<file path="src/rtl/core/cfsbh_pkg.sv">
// Shared types and constants for the case-folding string bucket hash.
// Used by the controller, the datapath and the top level.
package cfsbh_pkg;

  localparam int unsigned HASH_W = 32;
  localparam int unsigned BYTE_W = 8;
  localparam int unsigned DIV_STEPS = HASH_W;
  localparam int unsigned CNT_W = $clog2(DIV_STEPS);

  localparam logic [HASH_W-1:0] HASH_SEED = 32'd5381;
  localparam logic [HASH_W-1:0] TABLE_SIZE_RST = 32'd196613;
  localparam logic [CNT_W-1:0] CNT_LAST = CNT_W'(DIV_STEPS - 1);
  localparam logic [BYTE_W-1:0] UPPER_A = 8'h41;
  localparam logic [BYTE_W-1:0] UPPER_Z = 8'h5A;
  localparam logic [BYTE_W-1:0] CASE_OFS = 8'h20;

  typedef struct packed {
    logic hash_upd;
    logic div_start;
    logic div_step;
    logic load_out;
  } cfsbh_cmd_t;

  typedef struct packed {
    logic div_last;
  } cfsbh_sts_t;

  function automatic logic [BYTE_W-1:0] fold_lower(input logic [BYTE_W-1:0] b);
    logic [BYTE_W-1:0] r;
    r = b;
    if ((b >= UPPER_A) && (b <= UPPER_Z)) begin
      r = b + CASE_OFS;
    end
    return r;
  endfunction

endpackage

</file>
<file path="src/rtl/core/cfsbh_if.sv">
// Handshake channel interfaces for the bucket hash block.
// Each carries valid, ready and the payload of one transaction.
interface cfsbh_in_if;
  logic       valid;
  logic       ready;
  logic [7:0] char_byte;
  logic       last;

  modport source (output valid, output char_byte, output last, input ready);
  modport sink (input valid, input char_byte, input last, output ready);
endinterface

interface cfsbh_out_if;
  logic        valid;
  logic        ready;
  logic [31:0] bucket;

  modport source (output valid, output bucket, input ready);
  modport sink (input valid, input bucket, output ready);
endinterface

interface cfsbh_cfg_if;
  logic        valid;
  logic        ready;
  logic [31:0] table_size;

  modport source (output valid, output table_size, input ready);
  modport sink (input valid, input table_size, output ready);
endinterface

</file>
<file path="src/rtl/core/cfsbh_ctrl.sv">
// Controller state machine for the bucket hash block.
// Depends on cfsbh_pkg for the command and status structs.
module cfsbh_ctrl import cfsbh_pkg::*; (
  input  logic       clk,
  input  logic       rst_n,
  input  logic       in_valid,
  input  logic       in_last,
  output logic       in_ready,
  output logic       out_valid,
  input  logic       out_ready,
  input  cfsbh_sts_t sts,
  output cfsbh_cmd_t cmd
);

  typedef enum logic [1:0] {
    S_RUN,
    S_DIV,
    S_DONE
  } state_t;

  state_t state_r, state_nxt;
  logic   out_valid_r, out_valid_nxt;
  logic   accept;
  logic   out_free;

  assign in_ready  = (state_r == S_RUN);
  assign accept    = in_valid && in_ready;
  assign out_free  = !out_valid_r || out_ready;
  assign out_valid = out_valid_r;

  always_comb begin
    state_nxt     = state_r;
    out_valid_nxt = out_valid_r && !out_ready;
    cmd           = '0;
    case (state_r)
      S_RUN: begin
        cmd.hash_upd  = accept && !in_last;
        cmd.div_start = accept && in_last;
        if (accept && in_last) begin
          state_nxt = S_DIV;
        end
      end
      S_DIV: begin
        cmd.div_step = 1'b1;
        if (sts.div_last) begin
          state_nxt = S_DONE;
        end
      end
      S_DONE: begin
        if (out_free) begin
          cmd.load_out  = 1'b1;
          out_valid_nxt = 1'b1;
          state_nxt     = S_RUN;
        end
      end
      default: begin
        state_nxt = S_RUN;
      end
    endcase
  end

  always_ff @(posedge clk) begin
    if (!rst_n) begin
      state_r     <= S_RUN;
      out_valid_r <= 1'b0;
    end else begin
      state_r     <= state_nxt;
      out_valid_r <= out_valid_nxt;
    end
  end

endmodule

</file>
<file path="src/rtl/core/cfsbh_dp.sv">
// Datapath for the bucket hash block: running hash, table size register,
// a bit-serial restoring remainder unit and the result register.
// Depends on cfsbh_pkg for constants, the case fold and the command structs.
module cfsbh_dp import cfsbh_pkg::*; (
  input  logic              clk,
  input  logic              rst_n,
  input  cfsbh_cmd_t        cmd,
  output cfsbh_sts_t        sts,
  input  logic [BYTE_W-1:0] char_byte,
  input  logic              cfg_we,
  input  logic [HASH_W-1:0] cfg_data,
  output logic [HASH_W-1:0] bucket
);

  logic [HASH_W-1:0] hash_r, hash_nxt;
  logic [HASH_W-1:0] table_size_r;
  logic [HASH_W-1:0] dvd_r;
  logic [HASH_W-1:0] rem_r;
  logic [HASH_W:0]   rem_sh;
  logic [HASH_W:0]   rem_nxt;
  logic [CNT_W-1:0]  cnt_r;
  logic [HASH_W-1:0] bucket_r;

  assign hash_nxt = {hash_r[HASH_W-6:0], 5'b0} + hash_r
                  + {{(HASH_W-BYTE_W){1'b0}}, fold_lower(char_byte)};

  assign rem_sh = {rem_r, dvd_r[HASH_W-1]};

  always_comb begin
    rem_nxt = rem_sh;
    if (rem_sh >= {1'b0, table_size_r}) begin
      rem_nxt = rem_sh - {1'b0, table_size_r};
    end
  end

  assign sts.div_last = (cnt_r == CNT_LAST);
  assign bucket       = bucket_r;

  always_ff @(posedge clk) begin
    if (!rst_n) begin
      hash_r       <= HASH_SEED;
      table_size_r <= TABLE_SIZE_RST;
      cnt_r        <= '0;
    end else begin
      if (cfg_we) begin
        table_size_r <= cfg_data;
      end
      if (cmd.hash_upd) begin
        hash_r <= hash_nxt;
      end else if (cmd.div_start) begin
        hash_r <= HASH_SEED;
      end
      if (cmd.div_start) begin
        cnt_r <= '0;
      end else if (cmd.div_step) begin
        cnt_r <= cnt_r + 1'b1;
      end
    end
  end

  always_ff @(posedge clk) begin
    if (cmd.div_start) begin
      dvd_r <= hash_nxt;
      rem_r <= '0;
    end else if (cmd.div_step) begin
      dvd_r <= {dvd_r[HASH_W-2:0], 1'b0};
      rem_r <= rem_nxt[HASH_W-1:0];
    end
    if (cmd.load_out) begin
      bucket_r <= rem_r;
    end
  end

endmodule

</file>
<file path="src/rtl/core/case_folding_string_bucket_hash.sv">
// Case-folding djb2 bucket hash. A byte that is not the last of a name is folded
// into the running hash. The last byte starts a 32-step bit-serial remainder unit;
// the bucket is loaded when that unit is done and no earlier bucket is still not
// taken, and no further byte is accepted until then.
// Reset is synchronous and active low; it sets the hash to 5381 and the table
// size to 196613, and needs no clearing pass.
module case_folding_string_bucket_hash import cfsbh_pkg::*; (
  input  logic       clk,
  input  logic       rst_n,
  cfsbh_in_if.sink   in_ch,
  cfsbh_out_if.source out_ch,
  cfsbh_cfg_if.sink  cfg_ch
);

  cfsbh_cmd_t cmd;
  cfsbh_sts_t sts;

  assign cfg_ch.ready = 1'b1;

  cfsbh_ctrl u_ctrl (
    .clk       (clk),
    .rst_n     (rst_n),
    .in_valid  (in_ch.valid),
    .in_last   (in_ch.last),
    .in_ready  (in_ch.ready),
    .out_valid (out_ch.valid),
    .out_ready (out_ch.ready),
    .sts       (sts),
    .cmd       (cmd)
  );

  cfsbh_dp u_dp (
    .clk       (clk),
    .rst_n     (rst_n),
    .cmd       (cmd),
    .sts       (sts),
    .char_byte (in_ch.char_byte),
    .cfg_we    (cfg_ch.valid),
    .cfg_data  (cfg_ch.table_size),
    .bucket    (out_ch.bucket)
  );

endmodule
</file>
<file path="src/flat_wrapper.sv">
// flat-port wrapper written by rule: the top's interface ports become plain ports
module case_folding_string_bucket_hash_flat import cfsbh_pkg::*;
  (clk, rst_n, in_ch_valid, in_ch_char_byte, in_ch_last, in_ch_ready, out_ch_valid, out_ch_bucket, out_ch_ready, cfg_ch_valid, cfg_ch_table_size, cfg_ch_ready);
  cfsbh_in_if in_ch_i ();
  cfsbh_out_if out_ch_i ();
  cfsbh_cfg_if cfg_ch_i ();
  input  logic clk;
  input  logic rst_n;
  input wire logic [$bits(in_ch_i.valid)-1:0] in_ch_valid;
  input wire logic [$bits(in_ch_i.char_byte)-1:0] in_ch_char_byte;
  input wire logic [$bits(in_ch_i.last)-1:0] in_ch_last;
  output wire logic [$bits(in_ch_i.ready)-1:0] in_ch_ready;
  output wire logic [$bits(out_ch_i.valid)-1:0] out_ch_valid;
  output wire logic [$bits(out_ch_i.bucket)-1:0] out_ch_bucket;
  input wire logic [$bits(out_ch_i.ready)-1:0] out_ch_ready;
  input wire logic [$bits(cfg_ch_i.valid)-1:0] cfg_ch_valid;
  input wire logic [$bits(cfg_ch_i.table_size)-1:0] cfg_ch_table_size;
  output wire logic [$bits(cfg_ch_i.ready)-1:0] cfg_ch_ready;
  assign in_ch_i.valid = in_ch_valid;
  assign in_ch_i.char_byte = in_ch_char_byte;
  assign in_ch_i.last = in_ch_last;
  assign in_ch_ready = in_ch_i.ready;
  assign out_ch_valid = out_ch_i.valid;
  assign out_ch_bucket = out_ch_i.bucket;
  assign out_ch_i.ready = out_ch_ready;
  assign cfg_ch_i.valid = cfg_ch_valid;
  assign cfg_ch_i.table_size = cfg_ch_table_size;
  assign cfg_ch_ready = cfg_ch_i.ready;
  case_folding_string_bucket_hash u_core (.clk(clk), .rst_n(rst_n), .in_ch(in_ch_i), .out_ch(out_ch_i), .cfg_ch(cfg_ch_i));
endmodule
</file>
<file path="config.mk">
export PLATFORM = sky130hd
export DESIGN_NAME = case_folding_string_bucket_hash_flat
export DESIGN_NICKNAME = d
export VERILOG_FILES = /design/src/rtl/core/cfsbh_pkg.sv /design/src/rtl/core/cfsbh_if.sv /design/src/rtl/core/cfsbh_ctrl.sv /design/src/rtl/core/cfsbh_dp.sv /design/src/rtl/core/case_folding_string_bucket_hash.sv /design/src/flat_wrapper.sv
export SDC_FILE = /design/constraint.sdc
export NUM_CORES = 1
export LEC_CHECK = 0
export CORE_UTILIZATION = 40
export DETAILED_ROUTE_END_ITERATION = 6
export DONT_BUFFER_PORTS = 1
export GPL_ROUTABILITY_DRIVEN = 0
export HOLD_SLACK_MARGIN = 0.12
export PLACE_DENSITY_LB_ADDON = 0.2
export SYNTH_ARGS = -nofsm -noshare
export SYNTH_HDL_FRONTEND = slang
export SYNTH_SLANG_ARGS = --single-unit
</file>
<file path="constraint.sdc">
create_clock -name clk -period 4.2 [get_ports clk]
set_input_delay 0.42 -clock clk [delete_from_list [all_inputs] [get_ports clk]]
set_output_delay 0.42 -clock clk [all_outputs]
set_load 0.05 [all_outputs]
</file>
## Word level (Yosys, flattened, before mapping)

Index checks and enable logic that the tools add are counted.

| word-level totals | value |
|---|---|
| word-level logic and storage cells | 53 |
| output and inout bits | 35 |
| bits in latches | 0 |
| memories | 0 |
| RAM bits | 0 |
| register bits | 168 |
| ROM bits | 0 |

| operators by class | value |
|---|---|
| bitwise gates (word level) | 1 |
| order comparisons | 3 |
| shifts and indexed selects | 0 |
| multiplexer cells | 16 |
| div/mod/pow operators | 0 |
| add/sub/neg operators | 5 |
| equality and inequality tests | 6 |
| reductions and logical operators | 14 |
| $mul | 0 |

Operators with widths:

| cell | count |
|---|---|
| 32-bit 2-to-1 mux | 5 |
| 33-bit by 32-bit >= comparator with 1-bit output | 1 |
| 32-bit adder | 1 |
| 32-bit by 8-bit adder with 32-bit output | 1 |
| 32-bit subtractor | 1 |
| 8-bit by 6-bit adder with 8-bit output (second input constant) | 1 |
| 8-bit by 7-bit >= comparator with 1-bit output (second input constant) | 1 |
| 8-bit by 7-bit <= comparator with 1-bit output (second input constant) | 1 |
| 2-bit 2-to-1 mux | 4 |
| 8-bit 2-to-1 mux | 1 |
| 2-bit one-hot mux with 3 select lines | 1 |
| 5-bit by 1-bit adder with 5-bit output (second input constant) | 1 |
| 5-bit equality test (second input constant) | 1 |
| 1-bit logical AND | 5 |
| 1-bit 2-to-1 mux | 5 |
| 2-bit by 1-bit != test with 1-bit output (second input constant) | 2 |
| 2-bit nonzero test | 2 |
| 1-bit zero test | 3 |
| 3-bit AND reduction | 1 |
| 2-bit by 1-bit equality test with 1-bit output (second input constant) | 1 |
| 2-bit equality test (second input constant) | 1 |
| 2-bit zero test | 1 |
| 2-bit != test (second input constant) | 1 |
| 2-bit OR reduction | 1 |
| other kinds (2) | 2 |

## Logic depth before layout (Yosys ltp)

Gate-level depths: netlist (run 1).

| logic depth | value |
|---|---|
| depth after elaboration | 6 |
| mapped depth | 16 |
| gate-level depth less buffers | 16 |

## Hierarchy

A second synthesis (run 1) with hierarchy kept.

| unflattened totals | value |
|---|---|
| cell total of the unflattened synthesis | 1,042 |
| area, all modules | 10,351.2 um^2 |

Modules (own cells, without submodules):

| module | seq. area each (um^2) | cells an instance | area an instance (um^2) | times used |
|---|---|---|---|---|
| cfsbh_dp | 3,943.8 | 1,022 | 10,174.8 | 1 |
| cfsbh_ctrl | 60.1 | 18 | 165.2 | 1 |
| case_folding_string_bucket_hash | 0.0 | 2 | 11.3 | 1 |

## Worst setup path before layout (run 1)

OpenSTA, ideal clock, no wires.

| timing | value |
|---|---|
| path kind | in2reg |
| start | input port in_ch_char_byte[2] |
| end | register u_core.u_dp.dvd_r[31], data pin |
| cell stages on the path | 15 |
| arrival | 3.589 ns |
| buffers on the path | 0 |
| path slack | 0.344 ns |
| setup time | 0.267 ns |
| path through | or4_1 o22ai_1 nor4b_1 a21o_1 fa_1 ha_1 inv_1 nor2_1 o311ai_2 a21oi_2 a211oi_2 o41ai_2 xnor2_1 xnor2_1 o21ai_0 |

| between the ends | value |
|---|---|
| cells in the longest elaborated chain, start to end | 5 |

Ends and longest elaborated chain:

| item | RTL line | text |
|---|---|---|
| start: declaration | flat_wrapper.sv:10 | `input wire logic [$bits(in_ch_i.char_byte)-1:0] in_ch_char_byte;` |
| 8-bit by 7-bit >= comparator with 1-bit output / 8-bit by 7-bit <= comparator with 1-bit output (equally long branches) | cfsbh_pkg.sv:31 | `if ((b >= UPPER_A) && (b <= UPPER_Z)) begin` |
| 1-bit logical AND | cfsbh_pkg.sv:31 |  |
| 8-bit 2-to-1 mux * | cfsbh_pkg.sv:31 |  |
| 32-bit by 8-bit adder with 32-bit output * | cfsbh_dp.sv:25 | `+ {{(HASH_W-BYTE_W){1'b0}}, fold_lower(char_byte)};` |
| 32-bit 2-to-1 mux * | cfsbh_dp.sv:62 | `if (cmd.div_start) begin` |
| end signal: assignment | cfsbh_dp.sv:63 | `dvd_r <= hash_nxt;` |
| end signal: assignment | cfsbh_dp.sv:66 | `dvd_r <= {dvd_r[HASH_W-2:0], 1'b0};` |
| end: declaration | cfsbh_dp.sv:17 | `logic [HASH_W-1:0] dvd_r;` |

Mark *: on every way between the ends. The rest lies on a longest branch, timed or not.
A chain may end at the register's enable or synchronous reset.

## Worst setup path after layout (run 1)

Ends and elaborated chain as after synthesis.

==> out/metrics.cfg, run 1 <==
[sta]
max_freq_ghz=0.271
period_share=0.880
period_minus_slack_ps=3700
setup_viol=0
clock_skew_ps=12.8
rsz0062_at_grt=false
worst_pin_slew_ps=1070
hold_violations=0
final_max_slew_viol_count=0
max_slew_margin=0.287
tns_ps=0

[clocking]
cts_tree=built
root_buffer=clkbuf_16
clockBufferDepth=2
cts.sinks=168
htreeDepth=4
numCtsBuffers=17
clock_latency_ps=430
clkSlewWorstSetupHoldPaths_ps=60

[yosys]
synthCells=1114
synth_area_sq_mm=0.0101
ys_types=74
synth_seq_cells=168
synthFlopType=dfxtp_1
synthXorXnorAreaFrac=0.0475
ys_warn_count=0
synth_compound_area_frac=0.198
syn-num-nets=1258
synth_edf_count=64
yosys.area_share.adder=0.125
synth.avg_cell_area_sq_um=9.10
synth_mux_area_frac=0.0376
synth-seq-area-share=0.395
synth_top_family_by_area=compound AO/OA/AOI/OAI gates
yosys.area_share.simple=0.152
ys_async_sr_fraction=0

[global_routing]
grt_pass1_vias=7649
grt_overflow=0
antenna_found_initial=0
grt_usage=0.200
grt_max_degree=50
grt_pass1_wl_mm=40.5

[power_and_ir_drop]
p_leak_nw=4.56
powerDensity_mw_per_mm2=558
ir_worst_vdd_uv=295
finalPower_mw=6.22

[layout]
area_growth_pct=9.85
final_area_sq_mm=0.0111
multi_input_area_sq_mm=0.00570
drive_gt1_frac=0.0624
ff_latch_area_sq_mm=0.00400
fin_nets=1252
final_core_util=0.453
fillers=2445

[critical_path]
reg2reg_slack_ps=740
criticalPathCategory=in -> reg
cp_max_fo=3
arrival_ps=3860
required_ps=4370
crit_path_end_kind=register
startpoint_type=input pin

[route]
post_drt_wl_per_cell_um=17.2
drt-total-wl_mm=24.9
drcViolationCount=0
firstDrtPassIters=5
ant_nets=0
drt-initial-drc-count=441
vias=7810
vias_per_cell=5.40

[placed_design]
place_area_sq_mm=0.0105
portBuffers=0
dp_hpwl_mm=17.6

[status]
status=completed

[floorplan]
die_area_sq_mm=0.0260
rows=57
start_util=0.412
die_w_um=161
die_height_um=161
io_pins=81
core-area_sq_mm=0.0246

[job]
maxCapViolations=0

[hold_path]
min_path_type=in -> reg

==> path summary, 6_finish.rpt <==
check,cells past startpoint,start,end
max,15,in_ch_char_byte[2],u_core.u_dp.dvd_r[31]$_DFFE_PP_
min,1,rst_n,u_core.u_dp.table_size_r[14]$_SDFFE_PN0P_
max reg2reg,13,u_core.u_dp.hash_r[1]$_SDFFE_PN0P_,u_core.u_dp.dvd_r[25]$_DFFE_PP_
min reg2reg,2,u_core.u_dp.hash_r[27]$_SDFFE_PN0P_,u_core.u_dp.hash_r[27]$_SDFFE_PN0P_
==> synth_stat cells, types with 11 or more instances <==
cell type | instances | area [sq um]
a21o_1 | 17 | 128
xor2_1 | 26 | 228
ha_1 | 93 | 1160
nor2b_1 | 45 | 282
o21ai_0 | 108 | 541
nand2_1 | 126 | 473
dfxtp_1 | 104 | 2080
o21a_1 | 12 | 90.1
xnor2_1 | 29 | 254
a211oi_1 | 15 | 113
clkbuf_1 | 36 | 135
mux2i_1 | 37 | 370
o21bai_1 | 11 | 82.6
nor3_1 | 25 | 125
edfxtp_1 | 64 | 1920
a21oi_1 | 82 | 410
inv_1 | 58 | 218
nor2_1 | 60 | 225
nand3_1 | 14 | 70.1
==> cell families after synthesis <==
logic type | after synthesis
buf+inv | 109
compound gates | 321
fa+ha+maj | 98
simple gates | 324
flops | 168
xor+xnor | 55
mux | 38
other cells | 1
==> sequential cells by signal, indices dropped and copies added, names as in the netlist <==
signal                    cells
u_core.u_ctrl.state_r         2
u_core.u_dp.table_size_r     32
u_core.u_dp.hash_r           32
u_core.u_dp.dvd_r            32
u_core.u_ctrl.out_valid       1
u_core.u_dp.rem_r            32
u_core.u_dp.cnt_r             5
u_core.u_dp.bucket           32
==> metrics by stage <==
| stage | setup WS (ps) | hold WS [ps] | std cells |
|---|---|---|---|
| finish | 504 | 138 | 1446 |
| global route | 192 | 122 | 1445 |
| CTS | 504 | 123 | 1445 |
| detailed placement | 64.3 | 452 | 1405 |
| global placement | 133 | 448 | 1405 |
| floorplan | 344 | 429 | 1114 |
==> layout make-up <==
| class | count | area share |
|---|---|---|
| diodes | 1 | 0.000225 |
| clock buffers | 21 | 0.0413 |
| clock inverters | 11 | 0.0111 |
| inverters | 58 | 0.0195 |
| multi-input cells | 837 | 0.512 |
| flip-flops and latches | 168 | 0.360 |
| well taps | 324 | 0.0364 |
| repair buffers | 26 | 0.0202 |
==> per-layer routing <==
layer	global-route usage	wire length, um	vias up
met5	0	0	-
met4	0.0489	287	0
met3	0.0331	730	21
met2	0.347	12000	137
met1	0.257	11800	3678
li1	-	-	3974
==> report_power, final <==
group          total, mW  leakage, nW  internal (mW)  switching [mW]
registers           2.10         1.46           1.93           0.171
logic               2.54         2.82           1.06            1.48
clock network       1.58        0.279          0.908           0.668
total               6.22         4.56           3.90            2.32
==> cells in the final DEF, fill, tap and decap left out, types with 7 or more instances in the layout <==
cell type and count:
a211oi_1 15, a21o_1 17, a21oi_1 82, a32oi_1 7, and3_1 9, buf_4 18
clkbuf_16 17, dfxtp_1 104, dlygate4sd3_1 7, edfxtp_1 64, ha_1 93, inv_1 58
mux2i_1 37, nand2_1 125, nand2b_1 8, nand3_1 14, nand4_1 8, nor2_1 60
nor2b_1 44, nor3_1 25, o211ai_1 9, o21a_1 12, o21ai_0 108, o21ai_1 8
o21bai_1 11, xnor2_1 29, xor2_1 26
==> worst max-delay path, stage by stage <==
cell and delay, ps:
or4_1 520, o22ai_1 200, nor4b_1 100, a21o_1 200, fa_1 430, ha_1 330, nand2_1 60, nor3_1 220
o311ai_2 160, a21oi_2 280, a211oi_2 130, o41ai_2 340, xnor2_1 220, xnor2_1 150, o21ai_0 90
==> timing repair <==
item | in CTS | in global routing
endpoints found under the setup margin | 0 | 0
gates resized for setup | 0 | 0
setup buffers | 0 | 0
hold buffers | 8 | 0
endpoints found under the hold margin | 33 | 0
No activity file was read; power rests on OpenSTA's default activity.
==> run 2: changes to the inputs <==
--- a/config.mk
+++ b/config.mk
@@ -10,7 +10,7 @@
 export DONT_BUFFER_PORTS = 1
 export GPL_ROUTABILITY_DRIVEN = 0
 export HOLD_SLACK_MARGIN = 0.12
-export PLACE_DENSITY_LB_ADDON = 0.2
+export PLACE_DENSITY_LB_ADDON = 0.05
 export SYNTH_ARGS = -nofsm -noshare
 export SYNTH_HDL_FRONTEND = slang
 export SYNTH_SLANG_ARGS = --single-unit
==> run 2 against run 1 <==
Non-clock buffer count is 3 lower. Global-route usage hardly changed. First-iteration DRC count is 3.4% lower. Sequential power hardly changed. Critical path type unchanged.
==> out/metrics.cfg, run 2 (synthesis results as in run 1) <==
[status]
status=completed

[layout]
ff_latch_area_sq_mm=0.00400  ; unchanged
drive_gt1_frac=0.0599  ; -0.00252
area_growth_pct=9.66
final_cells=1442  ; -0.28%
antenna_cells=0  ; -1
multi_input_area_sq_mm=0.00570  ; unchanged
final_cell_mix=nand2_1 (125), o21ai_0 (108), dfxtp_1 (104)
fillers=2421  ; -0.98%
final_core_util=0.452  ; -0.000763
final_common_cell=nand2_1
fin_nets=1249  ; -0.24%

[sta]
final_max_slew_viol_count=0  ; unchanged
setup_viol=0  ; unchanged
rsz0062_at_grt=false
worst_pin_slew_ps=1080  ; +9.89 ps
hold_violations=0  ; unchanged
period_minus_slack_ps=3810  ; +116 ps
max_slew_margin=0.280  ; -0.00661
clock_skew_ps=12.8  ; +0.0621 ps
max_freq_ghz=0.262  ; -3.0%
period_share=0.907  ; +0.0276
worst_slack_ps=389  ; -116 ps

[route]
post_drt_wl_per_cell_um=17.4  ; +1.1%
drt-initial-drc-count=426  ; -3.4%
drcViolationCount=0  ; unchanged
firstDrtPassIters=5  ; unchanged
vias=7707  ; -1.3%
drt-total-wl_mm=25.1  ; +0.79%
vias_per_cell=5.34  ; -1.0%
ant_nets=0  ; unchanged

[critical_path]
cp-startpoint=in_ch_char_byte[2]
cp_max_fo=3  ; unchanged
criticalPathCategory=in -> reg
regToRegStartpoint=u_core.u_dp.table_size_r[14]$_SDFFE_PN0P_
reg2reg_to=u_core.u_dp.rem_r[24]$_SDFFE_PP0P_
crit_path_end_kind=register
critPathCapture=u_core.u_dp.dvd_r[31]$_DFFE_PP_
required_ps=4380  ; about the same
arrival_ps=3990  ; +130 ps
r2r_cells=10  ; -3
startpoint_type=input pin
reg2reg_slack_ps=490  ; -250 ps

[clocking]
ctsResizeCount=0  ; unchanged
htreeDepth=4  ; unchanged
clockBufferDepth=2  ; unchanged
cts.sinks=168  ; unchanged
cts_tree=built
numCtsBuffers=17  ; unchanged
clkSlewWorstSetupHoldPaths_ps=70  ; about the same
clock_latency_ps=430  ; about the same
root_buffer=clkbuf_16
holdBufCountCts=9  ; +1
post_cts_buffers=0  ; unchanged

[floorplan]
die_area_sq_mm=0.0260  ; unchanged
start_util=0.412  ; unchanged
core-area_sq_mm=0.0246  ; unchanged
die_w_um=161  ; unchanged
die_height_um=161  ; unchanged
rows=57  ; unchanged
io_pins=81  ; unchanged

[global_routing]
grt_pass1_wl_mm=41.0  ; +1.3%
grt_pass1_vias=7652  ; +0.039%
grt_usage=0.200  ; +0.000366
grt_overflow=0  ; unchanged
grt_max_degree=48  ; -4.0%
antenna_found_initial=0  ; unchanged

[placed_design]
dp_hpwl_mm=17.9  ; +1.9%
place_ws_ps=-57.7  ; -122 ps
dp.cells=1401  ; -0.28%
portBuffers=0  ; unchanged

[power_and_ir_drop]
p_leak_nw=4.55  ; -0.18%
powerDensity_mw_per_mm2=563  ; +0.79%
ir_worst_vdd_uv=314  ; +6.6%
finalPower_mw=6.26  ; +0.62%

[hold_path]
holdPathStages=1  ; unchanged
min_path_type=in -> reg

[job]
maxCapViolations=0  ; unchanged

-- run 2: worst min-delay path by stage --
stage / start / to / slack, ps
after global placement: u_core.u_dp.hash_r[30]$_SDFFE_PN0P_ / u_core.u_dp.hash_r[30]$_SDFFE_PN0P_ / 450
after CTS: rst_n / u_core.u_dp.table_size_r[11]$_SDFFE_PN0P_ / 120
after detailed placement: u_core.u_dp.hash_r[30]$_SDFFE_PN0P_ / u_core.u_dp.hash_r[30]$_SDFFE_PN0P_ / 460
final: rst_n / u_core.u_dp.table_size_r[31]$_SDFFE_PN0P_ / 130
after global routing: rst_n / u_core.u_dp.table_size_r[10]$_SDFFE_PN0P_ / 120
after floorplan: u_core.u_dp.hash_r[27]$_SDFFE_PN0P_ / u_core.u_dp.hash_r[27]$_SDFFE_PN0P_ / 430
-- run 2: per-stage QoR --
step	TNS, ps	cell area, sq um	hold WS [ps]
6_report	0	11100	132
4_1_cts	0	11100	120
3_5_place_dp	-105	10400	457
3_3_place_gp	0	10400	448
2_1_floorplan	0	10100	429
5_1_grt	0	11100	122
-- run 2: where the power goes --
part / internal, mW / switching (mW)
logic: 1.07 / 1.51
registers: 1.92 / 0.174
clock network: 0.870 / 0.710
total: 3.86 / 2.39
-- run 2: worst max-delay path, cell delays in order --
cell,delay [ps]
or4_1,510
o22ai_1,220
nor4b_1,120
a21o_1,200
fa_1,440
ha_1,330
nand2_1,60
nor3_1,230
o311ai_2,160
a21oi_2,280
a211oi_2,160
o41ai_2,410
xnor2_1,220
xnor2_1,150
o21ai_0,80
-- run 2: metal layers --
layer / wire [um] / GRT usage / share of wire
met1: 12400 / 0.272 / 0.50
met2: 11500 / 0.330 / 0.46
met3: 792 / 0.0280 / 0.032
met4: 351 / 0.0592 / 0.014
met5: 0 / 0 / 0
-- run 2: cell type report --
class / instances / area share
tap: 324 / 0.0365
clock inverter: 13 / 0.0120
clock buffer: 19 / 0.0409
sequential: 168 / 0.360
multi-input combinational: 837 / 0.512
timing repair buffer: 23 / 0.0185
inverter: 58 / 0.0196
